===== config.mk =====
export PLATFORM = sky130hd
export DESIGN_NAME = page_frame_pool_lru_manager_top
export DESIGN_NICKNAME = d
export VERILOG_FILES = /design/src/rtl/pfplru_pkg.sv /design/src/rtl/pfplru_frame_ram.sv /design/src/rtl/pfplru_scan_unit.sv /design/src/rtl/page_frame_pool_lru_manager_top.sv
export SDC_FILE = /design/constraint.sdc
export NUM_CORES = 2
export LEC_CHECK = 0
export BUFFER_PORTS_ARGS = -buffer_cell sky130_fd_sc_hd__buf_2
export CAP_MARGIN = 20
export CORE_MARGIN = 8
export CORE_UTILIZATION = 55
export DETAILED_ROUTE_END_ITERATION = 8
export GPL_TIMING_DRIVEN = 0
export PLACE_DENSITY = 0.73
export SLEW_MARGIN = 20
export SYNTH_ARGS = -nofsm -noshare
export SYNTH_HDL_FRONTEND = slang
export SYNTH_SLANG_ARGS = --single-unit

===== constraint.sdc =====
create_clock -name clock -period 13.4 [get_ports clock]
set_input_delay 2.68 -clock clock [delete_from_list [all_inputs] [get_ports clock]]
set_output_delay 2.68 -clock clock [all_outputs]
set_load 0.02 [all_outputs]

===== src/rtl/pfplru_pkg.sv =====
package pfplru_pkg;

   // field widths fixed by the interface
   localparam int KIND_W     = 2;
   localparam int PAGE_W     = 32;
   localparam int STATUS_W   = 3;
   localparam int FIDX_W     = 4;
   localparam int PIN_W      = 16;
   localparam int STAMP_W    = 48;

   // default pool size
   localparam int DEFAULT_NUM_FRAMES = 16;

   // pin count saturation value
   localparam logic [PIN_W-1:0] PIN_MAX = '1;

   // operation codes
   typedef enum logic [KIND_W-1:0] {
      KIND_FETCH = 2'd0,
      KIND_UNPIN = 2'd1,
      KIND_NEW   = 2'd2,
      KIND_FLUSH = 2'd3
   } kind_type;

   // result status codes
   typedef enum logic [STATUS_W-1:0] {
      ST_HIT      = 3'd0,
      ST_LOADED   = 3'd1,
      ST_CREATED  = 3'd2,
      ST_DONE     = 3'd3,
      ST_NOFRAME  = 3'd4,
      ST_NOTFOUND = 3'd5
   } status_type;

   // sequencer states
   typedef enum logic [1:0] {
      S_IDLE,
      S_SCAN,
      S_UPDATE,
      S_RESULT
   } state_type;

   // request transaction
   typedef struct packed {
      kind_type            kind;
      logic [PAGE_W-1:0]   page_id;
      logic                mark_dirty;
   } req_type;

   // response transaction
   typedef struct packed {
      status_type          status;
      logic [FIDX_W-1:0]   frame_index;
      logic [PAGE_W-1:0]   result_page_id;
      logic                writeback_request;
      logic [PAGE_W-1:0]   writeback_page_id;
      logic                load_request;
      logic                store_request;
   } rsp_type;

   // one frame table entry
   typedef struct packed {
      logic [PAGE_W-1:0]   page;
      logic                dirty;
      logic [PIN_W-1:0]    pins;
      logic [STAMP_W-1:0]  stamp;
   } entry_type;

   // summary collected over one table scan
   typedef struct packed {
      logic                match_found;
      entry_type           match_entry;
      logic                vic_found;
      logic                vic_dirty;
      logic [PAGE_W-1:0]   vic_page;
      logic [PAGE_W-1:0]   max_page;
   } scan_sum_type;

endpackage


===== src/rtl/pfplru_frame_ram.sv =====
module pfplru_frame_ram #(
   parameter int NUM_FRAMES = pfplru_pkg::DEFAULT_NUM_FRAMES,
   parameter int IDX_W      = 4
) (
   input  logic                  clock,
   input  logic                  wr_en,
   input  logic [IDX_W-1:0]      wr_addr,
   input  pfplru_pkg::entry_type wr_data,
   input  logic                  rd_en,
   input  logic [IDX_W-1:0]      rd_addr,
   output pfplru_pkg::entry_type rd_data
);

   pfplru_pkg::entry_type frame_mem [NUM_FRAMES];
   pfplru_pkg::entry_type rd_data_ff;

   // single write port
   always_ff @(posedge clock) begin
      if (wr_en) begin
         frame_mem[wr_addr] <= wr_data;
      end
   end

   // registered read port
   always_ff @(posedge clock) begin
      if (rd_en) begin
         rd_data_ff <= frame_mem[rd_addr];
      end
   end

   assign rd_data = rd_data_ff;

endmodule


===== src/rtl/pfplru_scan_unit.sv =====
module pfplru_scan_unit #(
   parameter int NUM_FRAMES = pfplru_pkg::DEFAULT_NUM_FRAMES,
   parameter int IDX_W      = 4
) (
   input  logic                              clock,
   input  logic                              reset,
   input  logic                              clear,
   input  logic                              rd_valid,
   input  logic [IDX_W-1:0]                  rd_idx,
   input  pfplru_pkg::entry_type             rd_entry,
   input  logic [pfplru_pkg::PAGE_W-1:0]     page_id,
   output pfplru_pkg::scan_sum_type          sum,
   output logic [IDX_W-1:0]                  match_idx,
   output logic [IDX_W-1:0]                  vic_idx
);

   pfplru_pkg::scan_sum_type            sum_ff,       sum_in;
   logic [IDX_W-1:0]                    match_idx_ff, match_idx_in;
   logic [IDX_W-1:0]                    vic_idx_ff,   vic_idx_in;
   logic [pfplru_pkg::STAMP_W-1:0]      vic_stamp_ff, vic_stamp_in;
   logic                                is_match;
   logic                                is_bigger;
   logic                                is_older;

   // per-entry compares: first match, largest page, oldest unpinned stamp
   assign is_match  = rd_valid && !sum_ff.match_found && (rd_entry.page == page_id);
   assign is_bigger = rd_valid && (rd_entry.page > sum_ff.max_page);
   assign is_older  = rd_valid && (rd_entry.pins == '0) &&
                      (!sum_ff.vic_found || (rd_entry.stamp < vic_stamp_ff));

   // accumulate one entry per cycle
   always_comb begin
      sum_in       = sum_ff;
      match_idx_in = match_idx_ff;
      vic_idx_in   = vic_idx_ff;
      vic_stamp_in = vic_stamp_ff;
      if (clear) begin
         sum_in.match_found = 1'b0;
         sum_in.vic_found   = 1'b0;
         sum_in.max_page    = '0;
      end else begin
         if (is_match) begin
            sum_in.match_found = 1'b1;
            sum_in.match_entry = rd_entry;
            match_idx_in       = rd_idx;
         end
         if (is_bigger) begin
            sum_in.max_page = rd_entry.page;
         end
         if (is_older) begin
            sum_in.vic_found = 1'b1;
            sum_in.vic_dirty = rd_entry.dirty;
            sum_in.vic_page  = rd_entry.page;
            vic_idx_in       = rd_idx;
            vic_stamp_in     = rd_entry.stamp;
         end
      end
   end

   // found flags under reset, accumulated payload without
   always_ff @(posedge clock) begin
      if (reset) begin
         sum_ff.match_found <= 1'b0;
         sum_ff.vic_found   <= 1'b0;
      end else begin
         sum_ff.match_found <= sum_in.match_found;
         sum_ff.vic_found   <= sum_in.vic_found;
      end
      sum_ff.match_entry <= sum_in.match_entry;
      sum_ff.vic_dirty   <= sum_in.vic_dirty;
      sum_ff.vic_page    <= sum_in.vic_page;
      sum_ff.max_page    <= sum_in.max_page;
      match_idx_ff       <= match_idx_in;
      vic_idx_ff         <= vic_idx_in;
      vic_stamp_ff       <= vic_stamp_in;
   end

   assign sum       = sum_ff;
   assign match_idx = match_idx_ff;
   assign vic_idx   = vic_idx_ff;

endmodule


===== src/rtl/page_frame_pool_lru_manager_top.sv =====
// channel   ports                                 direction   payload
// request   req_valid, req_stall, req_data        in          kind, page_id, mark_dirty
// response  rsp_valid, rsp_stall, rsp_data        out         status, frame_index, ids, requests
//
// for each transaction the single compare unit walks the occupied frames one memory
// read per cycle, then the update state writes the frame table and the result state
// hands the result over.
// reset empties the pool at once through the fill count; no clearing pass.
// req_stall is high while a transaction is in work; a stalled response sits in the
// output register and the next request is still taken behind it.
module page_frame_pool_lru_manager_top #(
   parameter int NUM_FRAMES = pfplru_pkg::DEFAULT_NUM_FRAMES
) (
   input  logic                 clock,
   input  logic                 reset,
   input  logic                 req_valid,
   output logic                 req_stall,
   input  pfplru_pkg::req_type  req_data,
   output logic                 rsp_valid,
   input  logic                 rsp_stall,
   output pfplru_pkg::rsp_type  rsp_data
);

   localparam int IDX_W = (NUM_FRAMES > 1) ? $clog2(NUM_FRAMES) : 1;
   localparam int CNT_W = $clog2(NUM_FRAMES + 1);

   pfplru_pkg::state_type               state_ff,     state_in;
   pfplru_pkg::req_type                 req_ff;
   logic [CNT_W-1:0]                    fill_ff,      fill_in;
   logic [pfplru_pkg::STAMP_W-1:0]      tick_ff,      tick_in;
   logic [CNT_W-1:0]                    scan_addr_ff, scan_addr_in;
   logic                                rd_valid_ff;
   logic [IDX_W-1:0]                    rd_idx_ff;
   pfplru_pkg::rsp_type                 res_ff,       res_in;
   pfplru_pkg::rsp_type                 rsp_ff;
   logic                                rsp_valid_ff, rsp_valid_in;

   logic                                req_accept;
   logic                                out_free;
   logic                                rd_en;
   logic                                scan_clear;
   logic                                upd_en;
   logic                                out_load;
   logic                                scan_done;

   pfplru_pkg::entry_type               rd_entry;
   pfplru_pkg::scan_sum_type            sum;
   logic [IDX_W-1:0]                    match_idx;
   logic [IDX_W-1:0]                    vic_idx;

   logic                                full;
   logic                                have_vic;
   logic [IDX_W-1:0]                    inst_idx;
   logic [pfplru_pkg::STAMP_W-1:0]      tick_next;
   logic [pfplru_pkg::PAGE_W-1:0]       new_pid;
   logic                                do_write;
   logic                                do_install;
   logic                                do_stamp;
   logic [IDX_W-1:0]                    wr_addr;
   pfplru_pkg::entry_type               wr_data;

   assign req_accept = req_valid && !req_stall;
   assign out_free   = !rsp_valid_ff || !rsp_stall;
   assign scan_done  = (scan_addr_ff == fill_ff);

   // next state
   always_comb begin
      state_in = state_ff;
      unique case (state_ff)
         pfplru_pkg::S_IDLE: begin
            if (req_valid) state_in = pfplru_pkg::S_SCAN;
         end
         pfplru_pkg::S_SCAN: begin
            if (scan_done) state_in = pfplru_pkg::S_UPDATE;
         end
         pfplru_pkg::S_UPDATE: begin
            state_in = pfplru_pkg::S_RESULT;
         end
         pfplru_pkg::S_RESULT: begin
            if (out_free) state_in = pfplru_pkg::S_IDLE;
         end
         default: state_in = pfplru_pkg::S_IDLE;
      endcase
   end

   // sequencer outputs
   always_comb begin
      req_stall  = 1'b1;
      rd_en      = 1'b0;
      scan_clear = 1'b0;
      upd_en     = 1'b0;
      out_load   = 1'b0;
      unique case (state_ff)
         pfplru_pkg::S_IDLE: begin
            req_stall  = 1'b0;
            scan_clear = 1'b1;
         end
         pfplru_pkg::S_SCAN: begin
            rd_en = !scan_done;
         end
         pfplru_pkg::S_UPDATE: begin
            upd_en = 1'b1;
         end
         pfplru_pkg::S_RESULT: begin
            out_load = out_free;
         end
         default: begin
            req_stall = 1'b1;
         end
      endcase
   end

   // frame table
   pfplru_frame_ram #(
      .NUM_FRAMES (NUM_FRAMES),
      .IDX_W      (IDX_W)
   ) u_ram (
      .clock   (clock),
      .wr_en   (upd_en && do_write),
      .wr_addr (wr_addr),
      .wr_data (wr_data),
      .rd_en   (rd_en),
      .rd_addr (scan_addr_ff[IDX_W-1:0]),
      .rd_data (rd_entry)
   );

   // shared compare unit
   pfplru_scan_unit #(
      .NUM_FRAMES (NUM_FRAMES),
      .IDX_W      (IDX_W)
   ) u_scan (
      .clock     (clock),
      .reset     (reset),
      .clear     (scan_clear),
      .rd_valid  (rd_valid_ff),
      .rd_idx    (rd_idx_ff),
      .rd_entry  (rd_entry),
      .page_id   (req_ff.page_id),
      .sum       (sum),
      .match_idx (match_idx),
      .vic_idx   (vic_idx)
   );

   // victim choice: next empty frame while the pool fills, else the oldest unpinned
   assign full      = (fill_ff == CNT_W'(NUM_FRAMES));
   assign have_vic  = !full || sum.vic_found;
   assign inst_idx  = full ? vic_idx : fill_ff[IDX_W-1:0];
   assign tick_next = tick_ff + 1'b1;
   assign new_pid   = sum.max_page + 1'b1;

   // operation decode and table update
   always_comb begin
      res_in                = '0;
      res_in.status         = pfplru_pkg::ST_DONE;
      res_in.result_page_id = req_ff.page_id;
      wr_addr               = match_idx;
      wr_data               = sum.match_entry;
      do_write              = 1'b0;
      do_install            = 1'b0;
      do_stamp              = 1'b0;
      unique case (req_ff.kind)
         pfplru_pkg::KIND_FETCH: begin
            if (sum.match_found) begin
               do_write           = 1'b1;
               do_stamp           = 1'b1;
               wr_data.stamp      = tick_next;
               if (sum.match_entry.pins != pfplru_pkg::PIN_MAX) begin
                  wr_data.pins = sum.match_entry.pins + 1'b1;
               end
               res_in.status      = pfplru_pkg::ST_HIT;
               res_in.frame_index = pfplru_pkg::FIDX_W'(match_idx);
            end else if (have_vic) begin
               do_install          = 1'b1;
               res_in.status       = pfplru_pkg::ST_LOADED;
               res_in.load_request = 1'b1;
            end else begin
               res_in.status = pfplru_pkg::ST_NOFRAME;
            end
         end
         pfplru_pkg::KIND_UNPIN: begin
            if (sum.match_found) begin
               do_write = 1'b1;
               if (sum.match_entry.pins != '0) begin
                  wr_data.pins = sum.match_entry.pins - 1'b1;
               end
               wr_data.dirty      = sum.match_entry.dirty | req_ff.mark_dirty;
               res_in.frame_index = pfplru_pkg::FIDX_W'(match_idx);
            end else begin
               res_in.status = pfplru_pkg::ST_NOTFOUND;
            end
         end
         pfplru_pkg::KIND_NEW: begin
            res_in.result_page_id = new_pid;
            if (have_vic) begin
               do_install           = 1'b1;
               res_in.status        = pfplru_pkg::ST_CREATED;
               res_in.store_request = 1'b1;
            end else begin
               res_in.status = pfplru_pkg::ST_NOFRAME;
            end
         end
         pfplru_pkg::KIND_FLUSH: begin
            if (sum.match_found) begin
               do_write             = 1'b1;
               wr_data.dirty        = 1'b0;
               res_in.store_request = sum.match_entry.dirty;
               res_in.frame_index   = pfplru_pkg::FIDX_W'(match_idx);
            end else begin
               res_in.status = pfplru_pkg::ST_NOTFOUND;
            end
         end
         default: begin
            res_in.status = pfplru_pkg::ST_NOTFOUND;
         end
      endcase
      // install a fresh page into the chosen frame
      if (do_install) begin
         do_write           = 1'b1;
         do_stamp           = 1'b1;
         wr_addr            = inst_idx;
         wr_data.page       = (req_ff.kind == pfplru_pkg::KIND_NEW) ? new_pid : req_ff.page_id;
         wr_data.dirty      = 1'b0;
         wr_data.pins       = pfplru_pkg::PIN_W'(1);
         wr_data.stamp      = tick_next;
         res_in.frame_index = pfplru_pkg::FIDX_W'(inst_idx);
         if (full && sum.vic_dirty) begin
            res_in.writeback_request = 1'b1;
            res_in.writeback_page_id = sum.vic_page;
         end
      end
   end

   // fill count, access tick and scan address
   always_comb begin
      fill_in      = fill_ff;
      tick_in      = tick_ff;
      scan_addr_in = scan_addr_ff;
      if (upd_en && do_install && !full) fill_in = fill_ff + 1'b1;
      if (upd_en && do_stamp) tick_in = tick_next;
      if (scan_clear) begin
         scan_addr_in = '0;
      end else if (rd_en) begin
         scan_addr_in = scan_addr_ff + 1'b1;
      end
   end

   // response valid
   always_comb begin
      rsp_valid_in = rsp_valid_ff;
      if (out_load) begin
         rsp_valid_in = 1'b1;
      end else if (rsp_valid_ff && !rsp_stall) begin
         rsp_valid_in = 1'b0;
      end
   end

   // control registers
   always_ff @(posedge clock) begin
      if (reset) begin
         state_ff     <= pfplru_pkg::S_IDLE;
         fill_ff      <= '0;
         tick_ff      <= '0;
         scan_addr_ff <= '0;
         rd_valid_ff  <= 1'b0;
         rsp_valid_ff <= 1'b0;
      end else begin
         state_ff     <= state_in;
         fill_ff      <= fill_in;
         tick_ff      <= tick_in;
         scan_addr_ff <= scan_addr_in;
         rd_valid_ff  <= rd_en;
         rsp_valid_ff <= rsp_valid_in;
      end
   end

   // payload registers
   always_ff @(posedge clock) begin
      rd_idx_ff <= scan_addr_ff[IDX_W-1:0];
      if (req_accept) req_ff <= req_data;
      if (upd_en)     res_ff <= res_in;
      if (out_load)   rsp_ff <= res_ff;
   end

   assign rsp_valid = rsp_valid_ff;
   assign rsp_data  = rsp_ff;

   // occupancy never passes the pool size
   assert property (@(posedge clock) disable iff (reset)
      fill_ff <= CNT_W'(NUM_FRAMES))
      else $error("fill count beyond pool size");

   // a no-frame result touches nothing on the disk side
   assert property (@(posedge clock) disable iff (reset)
      rsp_valid_ff && (rsp_ff.status == pfplru_pkg::ST_NOFRAME) |->
         (rsp_ff.frame_index == '0) && !rsp_ff.load_request &&
         !rsp_ff.store_request && !rsp_ff.writeback_request)
      else $error("no-frame result carries a request");

   // write-back only comes with an eviction
   assert property (@(posedge clock) disable iff (reset)
      rsp_valid_ff && rsp_ff.writeback_request |->
         (rsp_ff.status == pfplru_pkg::ST_LOADED) || (rsp_ff.status == pfplru_pkg::ST_CREATED))
      else $error("write-back without eviction");

   // load only on a fetch miss
   assert property (@(posedge clock) disable iff (reset)
      rsp_valid_ff && rsp_ff.load_request |-> (rsp_ff.status == pfplru_pkg::ST_LOADED))
      else $error("load request outside a fetch miss");

endmodule

# Word level (Yosys, flattened, before mapping)
# Memories as Yosys holds them, arrays and structs flattened. A register that Yosys moved wholly into a read port is not among the register bits.
# Cells that the tools add are included.
# W data, S select, Z words.
[totals] ff_bits=469 mem_count=1 output_inout_bits=76 word_cells=137 ram_bits=1552 in_bits=39
[classes] n_eq_ne=13 n_bitwise=2 muxes=44 addsub=6 reduce_logical=33 order_cmp=2
[memory_table] name="u_ram.frame_mem" words=16 width=97 read_ports=1 rd_clocked_by_memory_dff=1 wr=1 line="pfplru_frame_ram.sv:14" text="pfplru_pkg::entry_type frame_mem [NUM_FRAMES];"
[ops] operator="$mux W97" n=1
[ops] operator="$mux W64" n=1
[ops] operator="$add A48 B1 Y48 const B" n=1
[ops] operator="$lt A48 B48 Y1" n=1
[ops] operator="$mux W48" n=1
[ops] operator="$mux W33" n=1
[ops] operator="$add A32 B1 Y32 const B" n=1
[ops] operator="$eq A32 B32 Y1" n=1
[ops] operator="$gt A32 B32 Y1" n=1
[ops] operator="$mux W16" n=2
[ops] operator="$mux W32" n=1
[ops] operator="$pmux W16 S2" n=1
[ops] operator="$mux W4" n=5
[ops] operator="$mux W1" n=18
[ops] operator="$mux W17" n=1
[ops] operator="$add A16 B1 Y16 const B" n=1
[ops] operator="$logic_not A16 Y1" n=1
[ops] operator="$ne A16 B16 Y1 const B" n=1
[ops] operator="$reduce_bool A16 Y1" n=1
[ops] operator="$sub A16 B1 Y16 const B" n=1
[ops] operator="$logic_and A1 B1 Y1" n=12
[ops] operator="$mux W3" n=4
[ops] operator="$add A5 B1 Y5 const B" n=2
[ops] operator="$pmux W3 S3" n=1
[ops] operator="18 further kinds" n=39

# Longest topological paths before layout
[logic_depth] depth_word=10 mapped_depth=10 depth_no_buf=8

# By module
# From an unflattened synthesis, not the netlist that was laid out.
[unflattened] hier_cells=4419 area_unflattened_um2=83191.0
[by_module_without_submodules] module="pfplru_frame_ram" area_each_um2=60840.9 n_inst=1 cells_per_inst=2484
[by_module_without_submodules] module="page_frame_pool_lru_manager_top" area_each_um2=12849.8 n_inst=1 cells_per_inst=1271
[by_module_without_submodules] module="pfplru_scan_unit" area_each_um2=9500.4 n_inst=1 cells_per_inst=664

# Worst setup path before layout
# OpenSTA, ideal clock, no wires.
[synth_timing] path_type="reg-to-reg" startpoint="register, netlist name u_ram.rd_data[39]" endpoint="register u_scan.sum_ff, in the netlist u_scan.sum[32], enable pin" required_time_ps=12718 setup_ps=682 period_less_slack_ps=9135 arrival_time_ps=8453 slack_ps=4265 path_stages_with_launch=8 cell_sequence="edfxtp_1 ha_1 a211oi_1 o21ai_0 o221a_2 nor3_1 nand4_1 a311oi_1"
[synth_via] elab_chain_cells=4
[synth_rtl] item="$lt A48 B48 Y1" line="pfplru_scan_unit.sv:29" text="(!sum_ff.vic_found || (rd_entry.stamp < vic_stamp_ff));"
[synth_rtl] item="$logic_or A1 B1 Y1" line="pfplru_scan_unit.sv:29"
[synth_rtl] item="$logic_and A1 B1 Y1" line="pfplru_scan_unit.sv:28" text="assign is_older = rd_valid && (rd_entry.pins == '0) &&"
[synth_rtl] item="$reduce_and A2 Y1 (no source line)"
[synth_rtl] item="to (decl)" line="pfplru_scan_unit.sv:17" text="pfplru_pkg::scan_sum_type sum_ff, sum_in;"
# Every way passes these cells.
# A chain may end at the register's enable or synchronous reset.

# Worst setup path after layout
[layout_timing] startpoint="register state_ff[0]" endpoint="output req_stall"
[layout_via] elab_chain_cells=2
[layout_rtl] item="from (decl)" line="page_frame_pool_lru_manager_top.sv:27" text="pfplru_pkg::state_type state_ff, state_in;"
[layout_rtl] item="from (signal assigned)" line="page_frame_pool_lru_manager_top.sv:260" text="state_ff <= pfplru_pkg::S_IDLE;"
[layout_rtl] item="from (signal assigned)" line="page_frame_pool_lru_manager_top.sv:267" text="state_ff <= state_in;"
[layout_rtl] item="$logic_not A2 Y1" line="page_frame_pool_lru_manager_top.sv:93" text="unique case (state_ff)"
[layout_rtl] item="$mux W1" line="page_frame_pool_lru_manager_top.sv:93"
[layout_rtl] item="to (decl)" line="page_frame_pool_lru_manager_top.sv:17" text="output logic req_stall,"
# Every way passes these cells.

==> impl_metrics.toml <==
[outcome]
outcome = "finished clean"

[drt]
drtPass1Iterations = 6
wl_per_cell_microns = 30.2
vias_per_cell = 6.35
drtIter0Drc = 5685
wl_microns = 204000
ant_nets = 0
detailroute.via_count = 42900
drc = 0

[grt]
grt_overflow_total = 0
antenna_found_initial = 8
grt_pass1_vias = 43100
grt_max_degree = 45
grt_use_total_pct = 24.7
grt_first_pass_wirelength_microns = 294000

[finish]
area_growth_pct = 16.0
finalNetCount = 4705
fin_util_pct = 64.1
finalNonFillerCells = 6761
drive_above_1_share_pct = 25.3
stdcell_area_sq_um = 95800

[die]
die_w_microns = 403
coreArea_sq_um = 149000
rows = 142
dieArea_sq_um = 163000
num_io_pins = 115
dieHeight_microns = 403
start_util_pct = 55.2

[placement]
dpl-instance-area_sq_um = 88800
hpwl_microns = 128000
portBuffers = 114
dp.cells = 6382
place.gp.congestion = 0.883

[power]
leakage_nw = 30.1
power.density_nw_per_um2 = 154
ir_drop_mv = 0.149

[setup_path]
path_cells = "inv_1 > ha_1 > inv_1 > clkbuf_1 > buf_1 > buf_2"
path_max_fanout = 10
r2r_slack_ps = 8550
r2r_cells = 14
r2r_end = "u_ram.frame_mem[9][15]"
max_stage_delay_ps = 440
worstSetupStartpoint = "state_ff[0]"
endpoint_kind = "output port"
slowest_stage = "buf_1"
cp_data_arrival_time_ps = 3120
r2r_start = "fill_ff[0]"
critical_path_class = "flip-flop to output port"
cp_common_cell = "inv_1"
cp-start-kind = "flip-flop"
worstPathRequired_ps = 10720

[timing]
period_share_pct = 43.2
finalMaxSlewViolations = 0
setup_viol = 0
tightest_slew_ps = 1210
max_freq_mhz = 173
hold_viol = 0
rsz0062_at_grt = "false"
max_slew_margin_pct = 19.6
skew_ps = 45.1
fin_crit_ps = 5800

[synthesis]
ys_top_cells_by_area = "edfxtp_1 73%, mux4_2 13%, dfxtp_1 2.4%, ha_1 1.4%, xnor2_1 1.2%"
synth_common_cells = "2018 x edfxtp_1, 485 x mux4_2, 197 x nand2_1"
synth-seq-cells = 2118
yosysSeqAreaShare_pct = 75.8
synth.avg_cell_area_sq_um = 20.0
yosysTopAreaCell = "edfxtp_1"
synth_edf_count = 2018
synthArstFlopShare_pct = 0
ys_warn_count = 0
synth.most_common_cell = "edfxtp_1"
netlist.area_leader.share_pct = 73.4
syn_area_sq_um = 82500
yosys.cell_types.count = 69
synth.net_count = 4247
syn_inst = 4118
synth_ff_type = "edfxtp_1"

[min_path]
min-delay-start = "scan_addr_ff[3]"
min_path_type = "flip-flop to flip-flop"
hold_depth = 0
hold_end = "rd_idx_ff[3]"

[clocking]
ctsHtreeMaxLevel = 4
cts_root_buf = "clkbuf_16"
postCtsSetupBuffers = 0
numCtsBuffers = 200
insertion_delay_ps = 850
cts_tree = "yes"
cts_resized = 0
cts_buffer_depth = 3
cts_sinks = 2118
clk_pin_slew_ps = 70
hold_buffers = 0

[run]
cap_viol_max_count = 0
[flip-flops by register name, summed over array words and instances (netlist names), 4 cells and up]
name	flops
rsp_data	74
u_scan.sum	164
fill_ff	5
rd_idx_ff	4
u_scan.vic_idx	4
tick_ff	48
req_ff	35
res_ff	74
u_ram.frame_mem	1552
u_ram.rd_data	97
scan_addr_ff	5
u_scan.match_idx	4
u_scan.vic_stamp_ff	48
[power by group]
part	internal (mW)	switching [mW]
clock	3.31	2.45
sequential	7.76	0.102
combinational	0.292	0.826
total	11.4	3.38
[layout make-up]
cell class | count | area [sq um]
Sequential cell | 2118 | 62600
Fill cell | 9633 | 53700
Multi-Input combinational cell | 1720 | 19200
Clock buffer | 247 | 5270
Timing Repair Buffer | 256 | 3620
Tap cell | 2016 | 2520
Clock inverter | 121 | 1390
Buffer | 183 | 766
Inverter | 97 | 364
Antenna cell | 3 | 7.51
[metal layers]
metal  part of all wire [%]  GRT usage, %  vias to the layer above
met2                     49          41.2                     2454
met3                    8.9          4.65                      501
met5                      0             0                        -
met4                    3.8          8.64                        0
li1                       -             -                    17600
met1                     38          32.9                    22300
[worst max-delay path: cells and delay by family (launching register included)]
family                   cells  cell delay, ps
buffers and inverters        5            1430
flip-flops                   1             420
adder cells (fa/ha/maj)      1             410
[worst max-delay path by stage]
stage / endpoint / slack [ps]
finish: req_stall / 7600
global route: req_stall / 7440
CTS: req_stall / 7590
detailed placement: req_stall / 8530
global placement: u_scan.vic_stamp_ff[16] / -1890
floorplan: u_scan.sum[32] / 4270
[placed cells by master (no fill, tap or decap), types with 40 or more instances in the layout]
cell	netlist	final
buf_12	0	61
o21ai_0	51	50
edfxtp_1	2018	2018
nor4_1	45	45
buf_16	0	58
nand4_1	47	47
inv_1	97	97
nand2_1	197	197
xnor2_1	112	112
dfxtp_1	100	100
nand3_1	51	51
mux4_2	485	485
buf_2	9	135
xor2_1	51	51
ha_1	90	89
nor3_1	54	54
clkbuf_16	0	202
and2_1	41	40
a21oi_1	116	79
nor2_1	172	155
clkbuf_1	112	139
[kinds of logic after synthesis]
family,share of synthesized area (%)
flops,75.8
compound gates,1.69
fa+ha+maj,1.36
simple gates,3.98
xor+xnor,1.73
buf+inv,1.30
mux,14.1
[per-stage QoR]
stage / TNS [ps] / worst slack (ps) / power (mW) / hold WS, ps
2_1_floorplan: 0 / 4270 / 8.58 / 329
3_3_place_gp: -1399090 / -1890 / 9.00 / 345
3_5_place_dp: 0 / 8530 / 9.08 / 366
4_1_cts: 0 / 7590 / 14.8 / 389
5_1_grt: 0 / 7440 / 15.1 / 391
6_report: 0 / 7600 / 14.7 / 391
(Power assumes the default switching activity.)
